`config.mk`:
```
export PLATFORM = sky130hd
export DESIGN_NAME = elevator_position_loop_flat
export DESIGN_NICKNAME = d
export VERILOG_FILES = /design/src/hdl/elp_pkg.sv /design/src/hdl/elp_if.sv /design/src/hdl/elp_cfg_regs.sv /design/src/hdl/elp_mul.sv /design/src/hdl/elp_fsm.sv /design/src/hdl/elevator_position_loop.sv /design/src/flat_wrapper.sv
export SDC_FILE = /design/constraint.sdc
export NUM_CORES = 2
export LEC_CHECK = 0
export ABC_AREA = 1
export BUFFER_PORTS_ARGS = -buffer_cell sky130_fd_sc_hd__buf_2
export CORE_AREA = 3 3 351 284
export DETAILED_ROUTE_END_ITERATION = 16
export DIE_AREA = 0 0 354 287
export MAX_ROUTING_LAYER = met4
export PLACE_DENSITY = 0.76
export SLEW_MARGIN = 0
export SYNTH_ARGS = -nofsm -noshare
export SYNTH_HDL_FRONTEND = slang
export SYNTH_SLANG_ARGS = --single-unit
export TNS_END_PERCENT = 20
```
`constraint.sdc`:
```
create_clock -name clk -period 10.36 [get_ports clk]
set_clock_uncertainty 0.05 [all_clocks]
set_input_delay 0 -clock clk [delete_from_list [all_inputs] [get_ports clk]]
set_output_delay 0 -clock clk [all_outputs]
set_load 0.02 [all_outputs]
```
`src/hdl/elp_pkg.sv`:
```
// Shared types, codes and constants for the elevator position loop.
// No dependencies; every other file of the block refers to this package.
`default_nettype none

package elp_pkg;

  // Field and datapath widths
  localparam int ACC_W    = 40;   // height accumulator, Q16 cm
  localparam int CNT_W    = 32;   // raw encoder count
  localparam int AMT_W    = 17;   // target or delta, Q8 cm
  localparam int DRV_W    = 16;   // motor command, Q15
  localparam int HGT_W    = 24;   // reported height, Q8 cm
  localparam int ERR_W    = 23;   // clamped error, Q16 cm
  localparam int MA_W     = 33;   // shared multiplier operand A
  localparam int MB_W     = 29;   // shared multiplier operand B
  localparam int PROD_W   = MA_W + MB_W;
  localparam int X_W      = 27;   // rounded speed magnitude before division
  localparam int Q_W      = 17;   // quotient of the division by 700
  localparam int CFG_IDX_W  = 3;
  localparam int CFG_DATA_W = 16;

  // Control constants
  localparam logic signed [ERR_W-1:0] ERR_CLAMP   = 23'sd2293760;  // 35 cm in Q16
  localparam logic        [DRV_W-1:0] DRIVE_LIMIT = 16'd19661;     // 0.6 in Q15
  localparam logic        [27:0]      RECIP_700   = 28'd196341362; // floor(2^37 / 700)
  localparam int                      RECIP_SHIFT = 37;
  localparam logic        [10:0]      DIV_700     = 11'd700;
  localparam logic        [27:0]      ROUND_700   = 28'd350;

  // Register reset values
  localparam logic [15:0] LOW_LIMIT_RST    = 16'd0;
  localparam logic [15:0] HIGH_LIMIT_RST   = 16'd25600;
  localparam logic [11:0] TOLERANCE_RST    = 12'd256;
  localparam logic [7:0]  MAX_SPEED_RST    = 8'd70;
  localparam logic [15:0] CM_PER_COUNT_RST = 16'd1964;
  localparam logic [11:0] FAST_FACTOR_RST  = 12'd512;

  // Register indexes on the configuration port
  typedef enum logic [CFG_IDX_W-1:0] {
    REG_LOW_LIMIT    = 3'd0,
    REG_HIGH_LIMIT   = 3'd1,
    REG_TOLERANCE    = 3'd2,
    REG_MAX_SPEED    = 3'd3,
    REG_CM_PER_COUNT = 3'd4,
    REG_FAST_FACTOR  = 3'd5
  } cfg_idx_t;

  // Request action codes
  typedef enum logic [1:0] {
    ACT_TICK = 2'd0,
    ACT_SET  = 2'd1,
    ACT_MOVE = 2'd2
  } action_t;

  // Configuration register contents
  typedef struct packed {
    logic [15:0] low_limit;
    logic [15:0] high_limit;
    logic [11:0] tolerance;
    logic [7:0]  max_speed;
    logic [15:0] cm_per_count;
    logic [11:0] fast_factor;
  } cfg_t;

  // Operand selection for the shared multiplier
  typedef enum logic [2:0] {
    MUL_TICK,   // count delta times cm_per_count
    MUL_SPEED,  // error times max_speed
    MUL_RECIP,  // magnitude times reciprocal of 700
    MUL_CORR,   // trial quotient times 700
    MUL_FAST    // amount times fast_factor
  } mul_sel_t;

  // Sequencer states
  typedef enum logic [3:0] {
    ST_IDLE,
    ST_TICK_MUL,
    ST_TICK_ACC,
    ST_ERR,
    ST_SPEED_MUL,
    ST_SPEED_ABS,
    ST_RECIP_MUL,
    ST_CORR_MUL,
    ST_DRIVE,
    ST_FAST_MUL,
    ST_TARGET,
    ST_DONE
  } state_t;

  // Sequencer to datapath control
  typedef struct packed {
    logic     in_ready;
    logic     mul_en;
    mul_sel_t mul_sel;
    logic     ld_acc;
    logic     ld_err;
    logic     ld_abs;
    logic     ld_q0;
    logic     ld_drive;
    logic     ld_target;
    logic     ld_out;
  } ctrl_t;

endpackage

`default_nettype wire

```
`src/hdl/elp_if.sv`:
```
// Request and result channel interfaces of the elevator position loop.
// Depends on elp_pkg for field widths.
`default_nettype none

interface elp_in_if;
  logic                             valid;
  logic                             ready;
  logic [1:0]                       action;
  logic signed [elp_pkg::CNT_W-1:0] encoder_count;
  logic                             top_switch;
  logic                             stop_button;
  logic signed [elp_pkg::AMT_W-1:0] amount;
  logic                             fast_move;

  modport source (output valid, action, encoder_count, top_switch, stop_button, amount,
                  fast_move, input ready);
  modport sink   (input valid, action, encoder_count, top_switch, stop_button, amount,
                  fast_move, output ready);
endinterface

interface elp_out_if;
  logic                             valid;
  logic                             ready;
  logic signed [elp_pkg::DRV_W-1:0] drive;
  logic signed [elp_pkg::HGT_W-1:0] height;
  logic                             on_target;

  modport source (output valid, drive, height, on_target, input ready);
  modport sink   (input valid, drive, height, on_target, output ready);
endinterface

`default_nettype wire

```
`src/hdl/elp_cfg_regs.sv`:
```
// Configuration register file of the elevator position loop.
// Depends on elp_pkg for the register indexes, reset values and cfg_t.
`default_nettype none

module elp_cfg_regs (
  input  wire logic                           clk,
  input  wire logic                           rst_n,
  input  wire logic                           cfg_we,
  input  wire logic [elp_pkg::CFG_IDX_W-1:0]  cfg_index,
  input  wire logic [elp_pkg::CFG_DATA_W-1:0] cfg_data,
  output elp_pkg::cfg_t                       cfg
);

  elp_pkg::cfg_t cfg_r;

  // Write the addressed register; drop writes beyond the list
  always_ff @(posedge clk) begin
    if (!rst_n) begin
      cfg_r.low_limit    <= elp_pkg::LOW_LIMIT_RST;
      cfg_r.high_limit   <= elp_pkg::HIGH_LIMIT_RST;
      cfg_r.tolerance    <= elp_pkg::TOLERANCE_RST;
      cfg_r.max_speed    <= elp_pkg::MAX_SPEED_RST;
      cfg_r.cm_per_count <= elp_pkg::CM_PER_COUNT_RST;
      cfg_r.fast_factor  <= elp_pkg::FAST_FACTOR_RST;
    end else if (cfg_we) begin
      case (cfg_index)
        elp_pkg::REG_LOW_LIMIT:    cfg_r.low_limit    <= cfg_data;
        elp_pkg::REG_HIGH_LIMIT:   cfg_r.high_limit   <= cfg_data;
        elp_pkg::REG_TOLERANCE:    cfg_r.tolerance    <= cfg_data[11:0];
        elp_pkg::REG_MAX_SPEED:    cfg_r.max_speed    <= cfg_data[7:0];
        elp_pkg::REG_CM_PER_COUNT: cfg_r.cm_per_count <= cfg_data;
        elp_pkg::REG_FAST_FACTOR:  cfg_r.fast_factor  <= cfg_data[11:0];
        default: ;
      endcase
    end
  end

  assign cfg = cfg_r;

endmodule

`default_nettype wire

```
`src/hdl/elp_mul.sv`:
```
// Shared signed multiplier with a registered product.
// Depends on elp_pkg for the operand widths.
`default_nettype none

module elp_mul (
  input  wire logic                              clk,
  input  wire logic                              en,
  input  wire logic signed [elp_pkg::MA_W-1:0]   a,
  input  wire logic signed [elp_pkg::MB_W-1:0]   b,
  output logic signed      [elp_pkg::PROD_W-1:0] prod_r
);

  // Register the product when the sequencer issues an operation
  always_ff @(posedge clk) begin
    if (en) begin
      prod_r <= a * b;
    end
  end

endmodule

`default_nettype wire

```
`src/hdl/elp_fsm.sv`:
```
// Sequencer of the elevator position loop: steps one request through the
// shared multiplier and the datapath. Depends on elp_pkg for state_t and ctrl_t.
`default_nettype none

module elp_fsm (
  input  wire logic       clk,
  input  wire logic       rst_n,
  input  wire logic       in_fire,
  input  wire logic [1:0] in_action,
  input  wire logic       out_free,
  output elp_pkg::ctrl_t  ctrl
);

  elp_pkg::state_t state_r, state_nxt;

  // Hold the state
  always_ff @(posedge clk) begin
    if (!rst_n) begin
      state_r <= elp_pkg::ST_IDLE;
    end else begin
      state_r <= state_nxt;
    end
  end

  // Advance through the steps of each action
  always_comb begin
    state_nxt = state_r;
    unique case (state_r)
      elp_pkg::ST_IDLE: begin
        if (in_fire) begin
          case (in_action)
            elp_pkg::ACT_TICK: state_nxt = elp_pkg::ST_TICK_MUL;
            elp_pkg::ACT_SET:  state_nxt = elp_pkg::ST_TARGET;
            elp_pkg::ACT_MOVE: state_nxt = elp_pkg::ST_FAST_MUL;
            default:           state_nxt = elp_pkg::ST_DONE;
          endcase
        end
      end
      elp_pkg::ST_TICK_MUL:  state_nxt = elp_pkg::ST_TICK_ACC;
      elp_pkg::ST_TICK_ACC:  state_nxt = elp_pkg::ST_ERR;
      elp_pkg::ST_ERR:       state_nxt = elp_pkg::ST_SPEED_MUL;
      elp_pkg::ST_SPEED_MUL: state_nxt = elp_pkg::ST_SPEED_ABS;
      elp_pkg::ST_SPEED_ABS: state_nxt = elp_pkg::ST_RECIP_MUL;
      elp_pkg::ST_RECIP_MUL: state_nxt = elp_pkg::ST_CORR_MUL;
      elp_pkg::ST_CORR_MUL:  state_nxt = elp_pkg::ST_DRIVE;
      elp_pkg::ST_DRIVE:     state_nxt = elp_pkg::ST_DONE;
      elp_pkg::ST_FAST_MUL:  state_nxt = elp_pkg::ST_TARGET;
      elp_pkg::ST_TARGET:    state_nxt = elp_pkg::ST_DONE;
      elp_pkg::ST_DONE: begin
        if (out_free) begin
          state_nxt = elp_pkg::ST_IDLE;
        end
      end
      default: state_nxt = elp_pkg::ST_IDLE;
    endcase
  end

  // Drive the datapath controls of each step
  always_comb begin
    ctrl = '0;
    ctrl.mul_sel = elp_pkg::MUL_TICK;
    unique case (state_r)
      elp_pkg::ST_IDLE:      ctrl.in_ready = 1'b1;
      elp_pkg::ST_TICK_MUL: begin
        ctrl.mul_en  = 1'b1;
        ctrl.mul_sel = elp_pkg::MUL_TICK;
      end
      elp_pkg::ST_TICK_ACC:  ctrl.ld_acc = 1'b1;
      elp_pkg::ST_ERR:       ctrl.ld_err = 1'b1;
      elp_pkg::ST_SPEED_MUL: begin
        ctrl.mul_en  = 1'b1;
        ctrl.mul_sel = elp_pkg::MUL_SPEED;
      end
      elp_pkg::ST_SPEED_ABS: ctrl.ld_abs = 1'b1;
      elp_pkg::ST_RECIP_MUL: begin
        ctrl.mul_en  = 1'b1;
        ctrl.mul_sel = elp_pkg::MUL_RECIP;
      end
      elp_pkg::ST_CORR_MUL: begin
        ctrl.mul_en  = 1'b1;
        ctrl.mul_sel = elp_pkg::MUL_CORR;
        ctrl.ld_q0   = 1'b1;
      end
      elp_pkg::ST_DRIVE:     ctrl.ld_drive = 1'b1;
      elp_pkg::ST_FAST_MUL: begin
        ctrl.mul_en  = 1'b1;
        ctrl.mul_sel = elp_pkg::MUL_FAST;
      end
      elp_pkg::ST_TARGET:    ctrl.ld_target = 1'b1;
      elp_pkg::ST_DONE:      ctrl.ld_out = out_free;
      default: ;
    endcase
  end

endmodule

`default_nettype wire

```
`src/hdl/elevator_position_loop.sv`:
```
// Channel    | Dir | Handshake        | Payload
// in_ch      | in  | valid / ready    | action, encoder_count, top_switch, stop_button,
//            |     |                  | amount, fast_move
// out_ch     | out | valid / ready    | drive, height, on_target
// cfg_*      | in  | cfg_we, no wait  | cfg_index, cfg_data
//
// A control tick runs four operations on the one shared multiplier (odometry, speed,
// reciprocal of 700, remainder check), with add, clamp and compare steps around them.
// A target set runs only the target step, a relative move a fast-factor multiply
// first; an unused action goes straight to the final step. in_ch.ready is high only
// while the sequencer is idle. The result sits in an output register, so a new request
// is taken while it waits; a stalled out_ch holds the sequencer in its last step.
// Reset (rst_n low, synchronous) clears the loop state and loads the register defaults.
//
// Top level of the elevator position loop; depends on elp_pkg, elp_if,
// elp_cfg_regs, elp_mul and elp_fsm.
`default_nettype none

module elevator_position_loop (
  input  wire logic                           clk,
  input  wire logic                           rst_n,
  elp_in_if.sink                              in_ch,
  elp_out_if.source                           out_ch,
  input  wire logic                           cfg_we,
  input  wire logic [elp_pkg::CFG_IDX_W-1:0]  cfg_index,
  input  wire logic [elp_pkg::CFG_DATA_W-1:0] cfg_data
);

  elp_pkg::cfg_t  cfg;
  elp_pkg::ctrl_t ctrl;

  logic in_fire;
  logic out_free;

  // Request registers
  logic        [1:0]                 act_r;
  logic                              top_r;
  logic                              stop_r;
  logic                              fast_r;
  logic signed [elp_pkg::AMT_W-1:0]  amount_r;
  logic signed [elp_pkg::CNT_W:0]    delta_r;

  // Loop state
  logic signed [elp_pkg::CNT_W-1:0]  last_count_r;
  logic                              primed_r;
  logic signed [elp_pkg::ACC_W-1:0]  height_acc_r;
  logic signed [elp_pkg::AMT_W-1:0]  target_r;
  logic                              reached_r;
  logic signed [elp_pkg::DRV_W-1:0]  drive_r;

  // Intermediate results
  logic signed [elp_pkg::ERR_W-1:0]  err_r;
  logic        [elp_pkg::X_W-1:0]    x_r;
  logic                              neg_r;
  logic        [elp_pkg::Q_W-1:0]    q0_r;

  // Output register
  logic                              out_valid_r;
  logic signed [elp_pkg::DRV_W-1:0]  out_drive_r;
  logic signed [elp_pkg::HGT_W-1:0]  out_height_r;
  logic                              out_on_target_r;

  // Shared multiplier
  logic signed [elp_pkg::MA_W-1:0]   mul_a;
  logic signed [elp_pkg::MB_W-1:0]   mul_b;
  logic signed [elp_pkg::PROD_W-1:0] prod_r;
  logic        [elp_pkg::Q_W-1:0]    q0_w;

  // Step results
  logic signed [elp_pkg::CNT_W:0]    delta_nxt;
  logic signed [49:0]                acc_sum;
  logic signed [elp_pkg::ACC_W-1:0]  acc_nxt;
  logic signed [elp_pkg::ACC_W:0]    err_raw;
  logic signed [elp_pkg::ACC_W:0]    err_hi;
  logic signed [elp_pkg::ERR_W-1:0]  err_nxt;
  logic signed [31:0]                p_w;
  logic        [31:0]                p_abs;
  logic        [27:0]                cap_w;
  logic        [27:0]                p_mag;
  logic        [27:0]                rem_w;
  logic        [elp_pkg::Q_W:0]      q_w;
  logic        [elp_pkg::DRV_W-1:0]  mag_w;
  logic signed [elp_pkg::DRV_W-1:0]  drv_w;
  logic        [elp_pkg::ERR_W-1:0]  err_abs;
  logic                              within_tol;
  logic signed [31:0]                base_w;
  logic signed [32:0]                cand_w;
  logic signed [32:0]                delta_t;
  logic signed [32:0]                low_w;
  logic signed [32:0]                high_w;
  logic signed [32:0]                t1_w;
  logic signed [32:0]                t2_w;
  logic signed [elp_pkg::HGT_W-1:0]  height_w;

  elp_cfg_regs u_cfg (
    .clk       (clk),
    .rst_n     (rst_n),
    .cfg_we    (cfg_we),
    .cfg_index (cfg_index),
    .cfg_data  (cfg_data),
    .cfg       (cfg)
  );

  elp_fsm u_fsm (
    .clk       (clk),
    .rst_n     (rst_n),
    .in_fire   (in_fire),
    .in_action (in_ch.action),
    .out_free  (out_free),
    .ctrl      (ctrl)
  );

  elp_mul u_mul (
    .clk    (clk),
    .en     (ctrl.mul_en),
    .a      (mul_a),
    .b      (mul_b),
    .prod_r (prod_r)
  );

  assign in_ch.ready = ctrl.in_ready;
  assign in_fire     = in_ch.valid && ctrl.in_ready;
  assign out_free    = !out_valid_r || out_ch.ready;

  // Count change since the last tick; zero on the first one
  assign delta_nxt = primed_r ?
                     ({in_ch.encoder_count[elp_pkg::CNT_W-1], in_ch.encoder_count} -
                      {last_count_r[elp_pkg::CNT_W-1], last_count_r}) : '0;

  // Latch the request and the encoder bookkeeping
  always_ff @(posedge clk) begin
    if (in_fire) begin
      act_r    <= in_ch.action;
      top_r    <= in_ch.top_switch;
      stop_r   <= in_ch.stop_button;
      fast_r   <= in_ch.fast_move;
      amount_r <= in_ch.amount;
      delta_r  <= delta_nxt;
    end
  end

  always_ff @(posedge clk) begin
    if (!rst_n) begin
      last_count_r <= '0;
      primed_r     <= 1'b0;
    end else if (in_fire && (in_ch.action == elp_pkg::ACT_TICK)) begin
      last_count_r <= in_ch.encoder_count;
      primed_r     <= 1'b1;
    end
  end

  // Select multiplier operands
  assign q0_w = prod_r[elp_pkg::RECIP_SHIFT+elp_pkg::Q_W-1:elp_pkg::RECIP_SHIFT];

  always_comb begin
    unique case (ctrl.mul_sel)
      elp_pkg::MUL_TICK: begin
        mul_a = delta_r;
        mul_b = $signed({13'b0, cfg.cm_per_count});
      end
      elp_pkg::MUL_SPEED: begin
        mul_a = {{(elp_pkg::MA_W-elp_pkg::ERR_W){err_r[elp_pkg::ERR_W-1]}}, err_r};
        mul_b = $signed({21'b0, cfg.max_speed});
      end
      elp_pkg::MUL_RECIP: begin
        mul_a = $signed({6'b0, x_r});
        mul_b = $signed({1'b0, elp_pkg::RECIP_700});
      end
      elp_pkg::MUL_CORR: begin
        mul_a = $signed({16'b0, q0_w});
        mul_b = $signed({18'b0, elp_pkg::DIV_700});
      end
      elp_pkg::MUL_FAST: begin
        mul_a = {{(elp_pkg::MA_W-elp_pkg::AMT_W){amount_r[elp_pkg::AMT_W-1]}}, amount_r};
        mul_b = $signed({17'b0, cfg.fast_factor});
      end
      default: begin
        mul_a = '0;
        mul_b = '0;
      end
    endcase
  end

  // Accumulate the height change with saturation; top switch overrides
  assign acc_sum = {{10{height_acc_r[elp_pkg::ACC_W-1]}}, height_acc_r} +
                   {prod_r[48], prod_r[48:0]};

  always_comb begin
    if (top_r) begin
      acc_nxt = $signed({16'b0, cfg.high_limit, 8'b0});
    end else if (acc_sum[49:39] == {11{acc_sum[39]}}) begin
      acc_nxt = acc_sum[39:0];
    end else if (acc_sum[49]) begin
      acc_nxt = {1'b1, {(elp_pkg::ACC_W-1){1'b0}}};
    end else begin
      acc_nxt = {1'b0, {(elp_pkg::ACC_W-1){1'b1}}};
    end
  end

  // Clamp the error to the proportional band
  assign err_raw = {{16{target_r[elp_pkg::AMT_W-1]}}, target_r, 8'b0} -
                   {height_acc_r[elp_pkg::ACC_W-1], height_acc_r};
  assign err_hi  = {{(elp_pkg::ACC_W+1-elp_pkg::ERR_W){1'b0}}, elp_pkg::ERR_CLAMP};

  always_comb begin
    if (err_raw > err_hi) begin
      err_nxt = elp_pkg::ERR_CLAMP;
    end else if (err_raw < -err_hi) begin
      err_nxt = -elp_pkg::ERR_CLAMP;
    end else begin
      err_nxt = err_raw[elp_pkg::ERR_W-1:0];
    end
  end

  // Cap the speed term, take its magnitude and add the rounding half
  assign p_w   = prod_r[31:0];
  assign p_abs = p_w[31] ? 32'(-p_w) : 32'(p_w);
  assign cap_w = {2'b0, cfg.max_speed, 18'b0} + {4'b0, cfg.max_speed, 16'b0};
  assign p_mag = (p_abs > {4'b0, cap_w}) ? cap_w : p_abs[27:0];

  // Correct the trial quotient by one where the remainder reaches 700
  assign rem_w = {1'b0, x_r} - {1'b0, prod_r[elp_pkg::X_W-1:0]};
  assign q_w   = {1'b0, q0_r} + {{elp_pkg::Q_W{1'b0}}, (rem_w >= 28'(elp_pkg::DIV_700))};
  assign mag_w = (q_w > {2'b0, elp_pkg::DRIVE_LIMIT}) ? elp_pkg::DRIVE_LIMIT :
                 q_w[elp_pkg::DRV_W-1:0];
  assign drv_w = neg_r ? -$signed(mag_w) : $signed(mag_w);

  assign err_abs    = err_r[elp_pkg::ERR_W-1] ? 23'(-err_r) : 23'(err_r);
  assign within_tol = err_abs < {3'b0, cfg.tolerance, 8'b0};

  // New target: absolute, or relative to the current height, then clamped
  assign base_w  = height_acc_r[elp_pkg::ACC_W-1:8];
  assign delta_t = fast_r ? {{11{prod_r[29]}}, prod_r[29:8]} :
                            {{16{amount_r[elp_pkg::AMT_W-1]}}, amount_r};
  assign cand_w  = (act_r == elp_pkg::ACT_SET) ?
                   {{16{amount_r[elp_pkg::AMT_W-1]}}, amount_r} :
                   ({base_w[31], base_w} + delta_t);
  assign low_w   = $signed({17'b0, cfg.low_limit});
  assign high_w  = $signed({17'b0, cfg.high_limit});
  assign t1_w    = (cand_w < low_w) ? low_w : cand_w;
  assign t2_w    = (t1_w > high_w) ? high_w : t1_w;

  // Loop state updates
  always_ff @(posedge clk) begin
    if (!rst_n) begin
      height_acc_r <= '0;
      target_r     <= '0;
      reached_r    <= 1'b0;
      drive_r      <= '0;
    end else begin
      if (ctrl.ld_acc) begin
        height_acc_r <= acc_nxt;
      end
      if (ctrl.ld_drive) begin
        drive_r <= (within_tol || stop_r) ? '0 : drv_w;
        if (within_tol) begin
          reached_r <= 1'b1;
        end
      end
      if (ctrl.ld_target) begin
        target_r  <= t2_w[elp_pkg::AMT_W-1:0];
        reached_r <= 1'b0;
      end
    end
  end

  // Intermediate registers between multiplier passes
  always_ff @(posedge clk) begin
    if (ctrl.ld_err) begin
      err_r <= err_nxt;
    end
    if (ctrl.ld_abs) begin
      x_r   <= elp_pkg::X_W'(p_mag + elp_pkg::ROUND_700);
      neg_r <= p_w[31];
    end
    if (ctrl.ld_q0) begin
      q0_r <= q0_w;
    end
  end

  // Saturate the reported height
  always_comb begin
    if (base_w[31:23] == {9{base_w[23]}}) begin
      height_w = base_w[elp_pkg::HGT_W-1:0];
    end else if (base_w[31]) begin
      height_w = {1'b1, {(elp_pkg::HGT_W-1){1'b0}}};
    end else begin
      height_w = {1'b0, {(elp_pkg::HGT_W-1){1'b1}}};
    end
  end

  // Output register: load the result, drop valid once taken
  always_ff @(posedge clk) begin
    if (!rst_n) begin
      out_valid_r <= 1'b0;
    end else if (ctrl.ld_out) begin
      out_valid_r <= 1'b1;
    end else if (out_ch.ready) begin
      out_valid_r <= 1'b0;
    end
  end

  always_ff @(posedge clk) begin
    if (ctrl.ld_out) begin
      out_drive_r     <= drive_r;
      out_height_r    <= height_w;
      out_on_target_r <= reached_r;
    end
  end

  assign out_ch.valid     = out_valid_r;
  assign out_ch.drive     = out_drive_r;
  assign out_ch.height    = out_height_r;
  assign out_ch.on_target = out_on_target_r;

endmodule

`default_nettype wire

```
`src/flat_wrapper.sv`:
```
// flat-port wrapper written by rule: the top's interface ports become plain ports
module elevator_position_loop_flat 
  (clk, rst_n, cfg_we, cfg_index, cfg_data, in_ch_valid, in_ch_action, in_ch_encoder_count, in_ch_top_switch, in_ch_stop_button, in_ch_amount, in_ch_fast_move, in_ch_ready, out_ch_valid, out_ch_drive, out_ch_height, out_ch_on_target, out_ch_ready);
  elp_in_if in_ch_i ();
  elp_out_if out_ch_i ();
  input  wire logic clk;
  input  wire logic rst_n;
  input  wire logic cfg_we;
  input  wire logic [elp_pkg::CFG_IDX_W-1:0] cfg_index;
  input  wire logic [elp_pkg::CFG_DATA_W-1:0] cfg_data;
  input wire logic [$bits(in_ch_i.valid)-1:0] in_ch_valid;
  input wire logic [$bits(in_ch_i.action)-1:0] in_ch_action;
  input wire logic [$bits(in_ch_i.encoder_count)-1:0] in_ch_encoder_count;
  input wire logic [$bits(in_ch_i.top_switch)-1:0] in_ch_top_switch;
  input wire logic [$bits(in_ch_i.stop_button)-1:0] in_ch_stop_button;
  input wire logic [$bits(in_ch_i.amount)-1:0] in_ch_amount;
  input wire logic [$bits(in_ch_i.fast_move)-1:0] in_ch_fast_move;
  output wire logic [$bits(in_ch_i.ready)-1:0] in_ch_ready;
  output wire logic [$bits(out_ch_i.valid)-1:0] out_ch_valid;
  output wire logic [$bits(out_ch_i.drive)-1:0] out_ch_drive;
  output wire logic [$bits(out_ch_i.height)-1:0] out_ch_height;
  output wire logic [$bits(out_ch_i.on_target)-1:0] out_ch_on_target;
  input wire logic [$bits(out_ch_i.ready)-1:0] out_ch_ready;
  assign in_ch_i.valid = in_ch_valid;
  assign in_ch_i.action = in_ch_action;
  assign in_ch_i.encoder_count = in_ch_encoder_count;
  assign in_ch_i.top_switch = in_ch_top_switch;
  assign in_ch_i.stop_button = in_ch_stop_button;
  assign in_ch_i.amount = in_ch_amount;
  assign in_ch_i.fast_move = in_ch_fast_move;
  assign in_ch_ready = in_ch_i.ready;
  assign out_ch_valid = out_ch_i.valid;
  assign out_ch_drive = out_ch_i.drive;
  assign out_ch_height = out_ch_i.height;
  assign out_ch_on_target = out_ch_i.on_target;
  assign out_ch_i.ready = out_ch_ready;
  elevator_position_loop u_core (.clk(clk), .rst_n(rst_n), .in_ch(in_ch_i), .out_ch(out_ch_i), .cfg_we(cfg_we), .cfg_index(cfg_index), .cfg_data(cfg_data));
endmodule
```
==> flow_summary.toml <==
[cells_and_area]
area_growth_pct = 8.680
fillers = 8484
drive_above_1_share_pct = 6.087
final_net_count = 8971

[critical_path]
cp.required_ps = 10660
cp_max_fo = 37
path_class = "flop to flop"
cp_slowest_stage_delay_ps = 680
critPathCaptureType = "flop"
r2r_setup_slack_ps = 160
cp.arrival_ps = 10510
startpoint_type = "flop"
cpMostUsedCell = "inv_1"
slowest_stage = "o21ai_1"

[timing]
hold_viol = 0
timing.fmax_mhz = 98.02
whs_ps = 53.35
worst_slew_pin_slew_ps = 1253
fin_crit_ps = 10200
setup_viol = 0
final.setup.tns_ps = 0
worst_slack_ps = 158.2
slew_headroom_pct = 16.29
maxSlewViolCount = 0
rsz0062_at_grt = "true"
finalCritPeriodShare_pct = 98.47

[die]
ios = 121
initial_core_util_pct = 59.82
core_area_um2 = 96480
fp.dieArea_um2 = 101600
die_x_um = 354
num_rows = 102
die_h_um = 287

[clock_network]
clockRootBuffer = "clkbuf_16"
clkSlewWorstSetupHoldPaths_ps = 70
clock_path_buffers = 3
clkLatencyLatePin_ps = 620
postCtsSetupBuffers = 0
h-tree-depth = 2
cts_buffers = 43
clkSinkCount = 410
cts_tree = "done"

[global_routing]
grt_max_degree = 111
grt.overflow.total = 0
antenna_found_initial = 19
grt_pass1_vias = 50810
grt_pass1_wl_um = 324000
grt.total_usage_pct = 44.34

[synthesis]
ys_ff_latch = 410
synth_edf_count = 218
yosysUniqueCellTypes = 69
ys_seq_area_share_pct = 18.00
yosysTopAreaCellShare_pct = 26.33
ys.flop_type = "edfxtp_1"
syn_area_per_cell_um2 = 7.751
synth_top_cells_by_area = "fa_1, edfxtp_1, inv_1"
yosys_warnings = 0
syn_inst = 7446
synthTopCellsByCount = "inv_1, nand2_1, nor2_1, fa_1, a21oi_1"
yosysTopAreaCell = "fa_1"
synthesis.area_um2 = 57710
synthArstFlopShare_pct = 0
synth.most_common_cell = "inv_1"

[route]
post_drt_wl_per_cell_um = 24.25
firstDrtPassIters = 6
drc = 0
ant_nets = 0
vias = 53240
wirelength_um = 218600
drt_iter0_markers = 7109
via_per_inst = 5.904

[placement]
dpl.hpwl_um = 183700
numPortBuffers = 120
place_ws_ps = 124.1
place.gp.congestion = 1.108

[status]
outcome = "finished clean"

[worst_hold_path]
hold_path.class = "input pin to flop"

[job]
maxCapViolCount = 0
## registers in the layout, summed over array words and instances, names as in the netlist, 16 cells and up
signal                cells
u_core.out_ch.height     24
u_core.target_r          17
u_core.q0_r              17
u_core.x_r               27
u_core.amount_r          17
u_core.err_r             23
u_core.u_mul.prod_r      54
u_core.height_acc_r      40
u_core.delta_r           33
u_core.u_cfg.cfg         80
u_core.out_ch.drive      16
u_core.drive_r           16
u_core.last_count_r      32
## critical path: cells and delay by family, from the launching register on
family          cells  cell delay (ps)
simple gates        9             1060
xor+xnor            1               90
fa+ha+maj           9             4340
buf+inv            11             1570
compound gates      7             2400
flops               1              420
## repair_timing
item / CTS / global route
resized for setup: 0 / 7
endpoints found under the hold margin: 170 / 0
setup endpoints to repair: 0 / 14
hold buffers: 83 / 0
## through the flow
| stage | utilization [%] | cells | cell area (um^2) |
|---|---|---|---|
| after detailed placement | 62.62 | 8842 | 60420 |
| final | 65.01 | 9017 | 62720 |
| after floorplan | - | 7473 | 57820 |
| after global placement | 62.62 | 8842 | 60420 |
| after global routing | 65.01 | 9017 | 62720 |
| after CTS | 64.95 | 9005 | 62670 |
## cell type report
class                      count  area (um^2)  share of cell area (%)
timing repair buffer         326         2417                   3.854
tap                         1300         1627                   2.593
antenna                       12        30.03                 0.04787
clock inverter                32        290.3                  0.4628
clock buffer                  48         1126                   1.795
sequential                   410        10390                   16.56
inverter                    1617         6073                   9.683
multi-input combinational   5272        40770                   65.00
## path summary, 6_finish.rpt
path,startpoint,to,depth (start not counted)
setup / recovery,u_core.u_fsm.state_r[1],u_core.u_mul.prod_r[47],37
hold / removal,in_ch_amount[9],u_core.amount_r[9],2
setup reg to reg,u_core.u_fsm.state_r[1],u_core.u_mul.prod_r[47],37
hold reg to reg,u_core.drive_r[4],u_core.out_ch.drive[4],0
## cell families after synthesis
family | count (synthesis) | share of synthesized area [%]
simple gates | 2641 | 19.25
buf+inv | 1791 | 11.79
fa+ha+maj | 1223 | 36.39
compound gates | 1139 | 10.89
flops | 410 | 18.00
xor+xnor | 240 | 3.668
other cells | 2 | 0.01301
## cell usage in the layout (no fill, tap or decap), types with 20 or more instances in the layout
cell           instances
o21a_1                29
o21ai_0              384
dfxtp_1              192
buf_4                118
dlygate4sd3_1         83
ha_1                 464
a21oi_1              514
buf_2                120
nand3_1              284
conb_1                29
a221oi_1              20
or2_2                 21
o211ai_1              24
o21bai_1              26
inv_1               1593
edfxtp_1             218
nor2_2                35
a31oi_1               30
fa_1                 759
nor3_1                61
xor2_1               155
nor2_1               821
a21o_1                22
o21ai_1               22
xnor2_1               83
nand2_1             1231
clkbuf_16             44
nand4_1               79
nand2_2               20
## routing by layer
metal	global-route usage, %	routed length (um)	up-vias	share of wire [%]
met4	10.72	6428	0	2.9
met1	65.13	93470	25760	43
met3	16.55	35000	400	16
met2	57.19	83740	3310	38
met5	-	0	-	0
li1	-	-	23770	-
Power is not shown: default switching activity piles up to over one toggle a cycle in this logic, so the estimate is an artifact.
